File: src/rtl/scp_pkg.sv
// ----------------------------------------------------------------------------
// scp_pkg
// shared constants and types of the spectrum column painter
// ----------------------------------------------------------------------------
package scp_pkg;

	localparam int HEIGHT      = 64;
	localparam int TABLE_DEPTH = 64;
	localparam int ROW_W       = 6;
	localparam int CH_W        = 8;
	localparam int RGBA_W      = 4 * CH_W;
	localparam int SAMPLE_W    = 16;
	localparam int PROD_W      = SAMPLE_W + ROW_W + 1;

	// stream payload layout
	localparam int S_TDATA_W = 56;
	localparam int S_TUSER_W = 3;
	localparam int M_TDATA_W = 40;

	typedef enum logic [1:0] {
		OP_PAINT   = 2'd0,
		OP_LOAD_BG = 2'd1,
		OP_LOAD_FG = 2'd2
	} scp_op_t;

	typedef enum logic {
		ST_IDLE  = 1'b0,
		ST_PAINT = 1'b1
	} scp_state_t;

	// per-pixel control that travels beside the table read
	typedef struct packed {
		logic [ROW_W-1:0] row;
		logic             sel_fg;
		logic             trace;
		logic             last;
	} scp_pix_ctl_t;

endpackage

File: src/rtl/scp_ram.sv
// ----------------------------------------------------------------------------
// scp_ram
// generic single-write, single-read ram with registered read data
// ----------------------------------------------------------------------------
module scp_ram #(
	parameter int WIDTH = 32,
	parameter int DEPTH = 64
) (
	input  logic                     clk,
	input  logic                     we,
	input  logic [$clog2(DEPTH)-1:0] waddr,
	input  logic [WIDTH-1:0]         wdata,
	input  logic                     re,
	input  logic [$clog2(DEPTH)-1:0] raddr,
	output logic [WIDTH-1:0]         rdata
);

	logic [WIDTH-1:0] mem [DEPTH];

	always_ff @(posedge clk) begin
		if (we) begin
			mem[waddr] <= wdata;
		end
		// read data holds while re is low
		if (re) begin
			rdata <= mem[raddr];
		end
	end

endmodule

File: src/rtl/spectrum_column_painter.sv
// ----------------------------------------------------------------------------
// spectrum_column_painter
// paints one column of a spectrum display from two colour tables per sample
// ----------------------------------------------------------------------------
//
// channel  dir  tdata                                  tuser / tlast
// s_*      in   row, red, green, blue, alpha, sample   tuser: opcode, first_column
// m_*      out  pixel_row, out_red/green/blue/alpha    tlast: last_pixel
//
// a load item writes one table row
// a paint item holds the input while the row sequencer reads one row per
// cycle, unless a low m_tready holds it, from both tables through their
// single read ports; each pixel passes the registered table read and then
// the output register
// reset clears the sequencer and the previous level; the tables are not
// cleared and must be loaded before they are painted from
// a low m_tready holds the output register, which freezes the read stage and
// the row sequencer; s_tready is low while a column is being read
//
module spectrum_column_painter (
	input  logic                         clk,
	input  logic                         arst_n,
	// input items
	input  logic                         s_tvalid,
	output logic                         s_tready,
	// [5:0] row, [13:6] red, [21:14] green, [29:22] blue, [37:30] alpha,
	// [53:38] sample, [55:54] zero
	input  logic [scp_pkg::S_TDATA_W-1:0] s_tdata,
	// [1:0] opcode, [2] first_column
	input  logic [scp_pkg::S_TUSER_W-1:0] s_tuser,
	// result items
	output logic                         m_tvalid,
	input  logic                         m_tready,
	// [5:0] pixel_row, [13:6] out_red, [21:14] out_green, [29:22] out_blue,
	// [37:30] out_alpha, [39:38] zero
	output logic [scp_pkg::M_TDATA_W-1:0] m_tdata,
	output logic                         m_tlast
);

	import scp_pkg::*;

	// input field unpacking
	logic [ROW_W-1:0]    in_row;
	logic [RGBA_W-1:0]   in_rgba;
	logic [SAMPLE_W-1:0] in_sample;
	scp_op_t             in_op;
	logic                in_first;

	assign in_row    = s_tdata[ROW_W-1:0];
	assign in_rgba   = s_tdata[ROW_W +: RGBA_W];
	assign in_sample = s_tdata[ROW_W+RGBA_W +: SAMPLE_W];
	assign in_op     = scp_op_t'(s_tuser[1:0]);
	assign in_first  = s_tuser[2];

	logic in_accept;
	assign in_accept = s_tvalid && s_tready;

	// sequencer state
	scp_state_t       state_q, state_d;
	logic [ROW_W-1:0] y_q;
	logic [ROW_W-1:0] level_q, lo_q, hi_q, prev_level_q;
	logic             paint_start;
	logic             issue;
	logic             y_last;

	// level = sample * HEIGHT / 65536, always below HEIGHT
	logic [PROD_W-1:0] prod;
	logic [ROW_W-1:0]  level;
	logic [ROW_W-1:0]  prev_eff;

	assign prod     = PROD_W'(in_sample) * PROD_W'(HEIGHT);
	assign level    = prod[SAMPLE_W +: ROW_W];
	assign prev_eff = in_first ? level : prev_level_q;

	// read stage and output register
	logic         s1_valid_s1;
	scp_pix_ctl_t ctl_s1;
	logic         m_valid_q;
	logic         m_adv;
	logic         s1_free;

	assign m_adv   = !m_valid_q || m_tready;
	assign s1_free = !s1_valid_s1 || m_adv;
	assign y_last  = (y_q == ROW_W'(HEIGHT - 1));

	always_comb begin
		state_d     = state_q;
		s_tready    = 1'b0;
		issue       = 1'b0;
		paint_start = 1'b0;
		unique case (state_q)
			ST_IDLE: begin
				s_tready = 1'b1;
				if (s_tvalid && in_op == OP_PAINT) begin
					paint_start = 1'b1;
					state_d     = ST_PAINT;
				end
			end
			ST_PAINT: begin
				issue = s1_free;
				if (issue && y_last) begin
					state_d = ST_IDLE;
				end
			end
			default: state_d = ST_IDLE;
		endcase
	end

	always_ff @(posedge clk or negedge arst_n) begin
		if (!arst_n) begin
			state_q <= ST_IDLE;
		end else begin
			state_q <= state_d;
		end
	end

	always_ff @(posedge clk or negedge arst_n) begin
		if (!arst_n) begin
			y_q          <= '0;
			level_q      <= '0;
			lo_q         <= '0;
			hi_q         <= '0;
			prev_level_q <= '0;
		end else begin
			if (paint_start) begin
				// trace runs between the previous and the current level
				y_q          <= '0;
				level_q      <= level;
				lo_q         <= (prev_eff < level) ? prev_eff : level;
				hi_q         <= (prev_eff < level) ? level : prev_eff;
				prev_level_q <= level;
			end else if (issue) begin
				y_q <= y_q + ROW_W'(1);
			end
		end
	end

	// colour tables
	logic [RGBA_W-1:0] bg_rdata, fg_rdata;
	logic              we_bg, we_fg;

	assign we_bg = in_accept && in_op == OP_LOAD_BG;
	assign we_fg = in_accept && in_op == OP_LOAD_FG;

	scp_ram #(.WIDTH(RGBA_W), .DEPTH(TABLE_DEPTH)) u_bg_ram (
		.clk   (clk),
		.we    (we_bg),
		.waddr (in_row),
		.wdata (in_rgba),
		.re    (issue),
		.raddr (y_q),
		.rdata (bg_rdata)
	);

	scp_ram #(.WIDTH(RGBA_W), .DEPTH(TABLE_DEPTH)) u_fg_ram (
		.clk   (clk),
		.we    (we_fg),
		.waddr (in_row),
		.wdata (in_rgba),
		.re    (issue),
		.raddr (y_q),
		.rdata (fg_rdata)
	);

	// read stage: control lines up with the registered table data
	always_ff @(posedge clk or negedge arst_n) begin
		if (!arst_n) begin
			s1_valid_s1 <= 1'b0;
		end else if (s1_free) begin
			s1_valid_s1 <= issue;
		end
	end

	always_ff @(posedge clk) begin
		if (issue) begin
			ctl_s1.row    <= y_q;
			ctl_s1.sel_fg <= (y_q >= level_q);
			ctl_s1.trace  <= (y_q >= lo_q) && (y_q <= hi_q);
			ctl_s1.last   <= y_last;
		end
	end

	// pixel colour: table pick, then rgb forced to full on the trace
	logic [RGBA_W-1:0] pix_word;

	always_comb begin
		pix_word = ctl_s1.sel_fg ? fg_rdata : bg_rdata;
		if (ctl_s1.trace) begin
			pix_word[3*CH_W-1:0] = '1;
		end
	end

	// output register
	logic [M_TDATA_W-1:0] m_data_q;
	logic                 m_last_q;

	always_ff @(posedge clk or negedge arst_n) begin
		if (!arst_n) begin
			m_valid_q <= 1'b0;
		end else if (m_adv) begin
			m_valid_q <= s1_valid_s1;
		end
	end

	always_ff @(posedge clk) begin
		if (m_adv && s1_valid_s1) begin
			m_data_q <= {(M_TDATA_W - ROW_W - RGBA_W)'(0), pix_word, ctl_s1.row};
			m_last_q <= ctl_s1.last;
		end
	end

	assign m_tvalid = m_valid_q;
	assign m_tdata  = m_data_q;
	assign m_tlast  = m_last_q;

endmodule

File: config.mk
export PLATFORM = sky130hd
export DESIGN_NAME = spectrum_column_painter
export DESIGN_NICKNAME = d
export VERILOG_FILES = /design/src/rtl/scp_pkg.sv /design/src/rtl/scp_ram.sv /design/src/rtl/spectrum_column_painter.sv
export SDC_FILE = /design/constraint.sdc
export NUM_CORES = 2
export LEC_CHECK = 0
export BUFFER_PORTS_ARGS = -buffer_cell sky130_fd_sc_hd__buf_2
export CAP_MARGIN = 20
export CORE_MARGIN = 10
export CORE_UTILIZATION = 50
export DETAILED_ROUTE_END_ITERATION = 6
export PLACE_DENSITY = 0.74
export SLEW_MARGIN = 10
export SYNTH_ARGS = -nofsm -noshare
export SYNTH_HDL_FRONTEND = slang
export SYNTH_SLANG_ARGS = --single-unit
File: constraint.sdc
create_clock -name clk -period 3.2 [get_ports clk]
set_input_delay 0.64 -clock clk [delete_from_list [all_inputs] [get_ports clk]]
set_output_delay 0.64 -clock clk [all_outputs]
set_load 0.01 [all_outputs]
==> impl_metrics.ini <==
[yosys]
ys_types = 45
ys_warn_count = 0
ys.flop_type = edfxtp_1
synth_area_mm2 = 0.1609
async_reset_ff_share_pct = 0.6375
synth_cells = 7128
synth_area_per_cell_um2 = 22.57
synth_area_leaders = edfxtp_1, mux4_2, mux2i_1
ys_seq_area_share_pct = 78.96
ys_ff_latch = 4235
synth_top_area_share_pct = 78.54
synth_top_cell_by_area = edfxtp_1
synth-edff-count = 4208

[routing]
via_per_inst = 6.482
drc = 1
drtIter0Drc = 12870
dr_total_vias = 80760
wl_per_cell_um = 33.61
firstDrtPassIters = 7
ant_nets = 0
routed_wl_mm = 418.7

[worst_setup_path]
r2r_slack_ns = 0.04
setup.worst_path.start_class = flip-flop
path_class = flip-flop to flip-flop
reg2reg_depth = 9
crit_start = y_q[0]
rr_endpoint = u_fg_ram.rdata[4]
crit_path_end = u_fg_ram.rdata[4]
arrival_ns = 3.82
required_ns = 3.86
worstReg2RegStart = y_q[0]
path_max_fanout = 15
endpoint_kind = flip-flop

[place]
gp_congestion = 0.8876
portBuffers = 91
placedInstanceArea_mm2 = 0.1731
dp_hpwl_mm = 231.5
dpl.cell_count = 11670

[floorplan]
start_util_pct = 50.18
coreArea_mm2 = 0.3206
rows = 208
dieArea_mm2 = 0.3449
ioPinCount = 106
fp.dieH_um = 587.3
die_width_um = 587.3

[cells_and_area]
drive_gt1_share_pct = 28.44
area_delta_synth_final_pct = 15.92
layout_commonest_cell = edfxtp_1
multi_input_area_mm2 = 0.03282
final_area_mm2 = 0.1865
most-common-layout-cells = edfxtp_1, mux4_2, clkbuf_16, buf_4, mux2i_1
fillers = 21760
final_cells = 12460
final-seq-area_mm2 = 0.1271
fin_nets = 7878

[hold_path]
worstHoldPathType = primary input to flip-flop
hold_start = s_tdata[29]

[pwr]
power_density_mw_per_mm2 = 841.6
total_leakage_power_nw = 59.28
ir_worst_vdd_mv = 0.5800

[global_route]
grt_start_max_net_pins = 129
grt_overflow_total = 0
grt_use_total_pct = 23.45
antenna_found_initial = 37
grt_pass1_wl_mm = 589.8
grt_pass1_vias = 80650

[clocking]
cts.sinks = 4235
cts_htree_levels = 5
insertion_delay_ns = 0.96
cts_tree = built
clk_pin_slew_ns = 0.07
clock_path_buffers = 4
ctsRootBufferMaster = clkbuf_16
numCtsBuffers = 404

[timing]
setup_viol = 0
rsz0062_at_grt = yes
relSlewSlack_pct = 23.86
finalCritPeriodShare_pct = 98.73
fmax_mhz = 316.5
fin_crit_ns = 3.159
worstMarginPinSlew_ns = 1.142
finalHoldViolations = 0
maxSlewViolCount = 0
skew_ns = 0.1003

[run_status]
status = complete, but fails checks
violations = DRC

[run]
cap_violations = 0
-- cell usage after synthesis (35+ instances only) --
library cell / n
o221ai_1: 64
buf_1: 53
clkbuf_1: 227
buf_2: 101
a22o_1: 128
edfxtp_1: 4208
inv_1: 35
a2bb2oi_1: 64
mux2i_1: 322
nand2_1: 110
mux4_2: 896
nor2_1: 210
a221oi_1: 128
a31oi_1: 64
a22oi_1: 256
-- registers in the layout, summed over array words and instances, names as in the netlist --
name / cells
ctl_s1: 9
hi_q: 6
lo_q: 6
m_tdata: 38
m_tlast: 1
m_tvalid: 1
prev_level_q: 6
s1_valid_s1: 1
state_q: 1
u_bg_ram.mem: 2048
u_bg_ram.rdata: 32
u_fg_ram.mem: 2048
u_fg_ram.rdata: 32
y_q: 6
-- worst max-delay path: stages (launching register included) --
cell and delay (ns):
dfrtp_4 0.51, buf_16 0.20, buf_4 0.16, mux4_2 0.51, mux2i_1 0.39, nor2_1 0.11, a31oi_1 0.36, a2bb2oi_1 0.20
buf_4 0.20, o221ai_1 0.16
-- what timing repair did --
action / 4_1_cts / 5_1_grt
hold endpoints to repair: 33 / 0
setup endpoints to repair: 0 / 16
hold buffers: 7 / 0
buffers inserted: 0 / 8
gates resized for setup: 0 / 17
-- worst min-delay path by stage --
stage | end | depth (start not counted)
CTS | u_fg_ram.mem[33][23] | 1
finish | u_fg_ram.mem[34][23] | 1
floorplan | hi_q[0] | 0
global placement | m_tdata[1] | 0
detailed placement | m_tdata[2] | 0
global route | u_fg_ram.mem[34][23] | 1
-- metal layers --
metal,track usage (%),share of wire [%],vias up,routed length (um)
met5,0,0.036,-,152
met4,10.40,4.9,16,20370
met3,5.604,12,798,49720
met2,36.29,47,5495,197900
met1,32.08,36,42580,150500
li1,-,-,31870,-
-- power breakdown --
group          internal, mW  total, mW  switching (mW)  leakage [nW]
logic                  20.5       46.3            25.8          14.7
registers              62.3       63.3           0.958          38.2
clock network          27.0       47.4            20.4          6.35
-- cells by family after synthesis --
logic type,after synthesis,synth area share [%]
flops,4235,78.96
mux,1226,14.60
compound gates,779,3.836
buf+inv,459,1.313
simple gates,399,1.075
fa+ha+maj,24,0.1866
xor+xnor,5,0.02722
other cells,1,0.002331
-- per-stage QoR --
step / util, % / power (mW) / TNS (ns) / setup WS [ns] / hold WS (ns)
floorplan: - / 90.67 / -512.63 / -0.3026 / 0.3444
global placement: 53.97 / 108.8 / 0 / 0.1003 / 0.4050
detailed placement: 53.97 / 109.4 / 0 / 0.1096 / 0.4119
CTS: 58.07 / 156.6 / 0 / 0.005912 / 0.007033
global route: 58.16 / 161.4 / -0.05159 / -0.01848 / 0.05249
finish: 58.17 / 157.0 / 0 / 0.04068 / 0.06821
-- layout make-up --
| cell class | instances | share of cell area [%] |
|---|---|---|
| inverters | 35 | 0.07044 |
| repair buffers | 680 | 4.273 |
| multi-input cells | 2435 | 17.60 |
| clock inverters | 250 | 1.376 |
| flip-flops and latches | 4235 | 68.12 |
| well taps | 4305 | 2.888 |
| diodes | 31 | 0.04159 |
| clock buffers | 487 | 5.632 |
(Power assumes the default switching activity.)
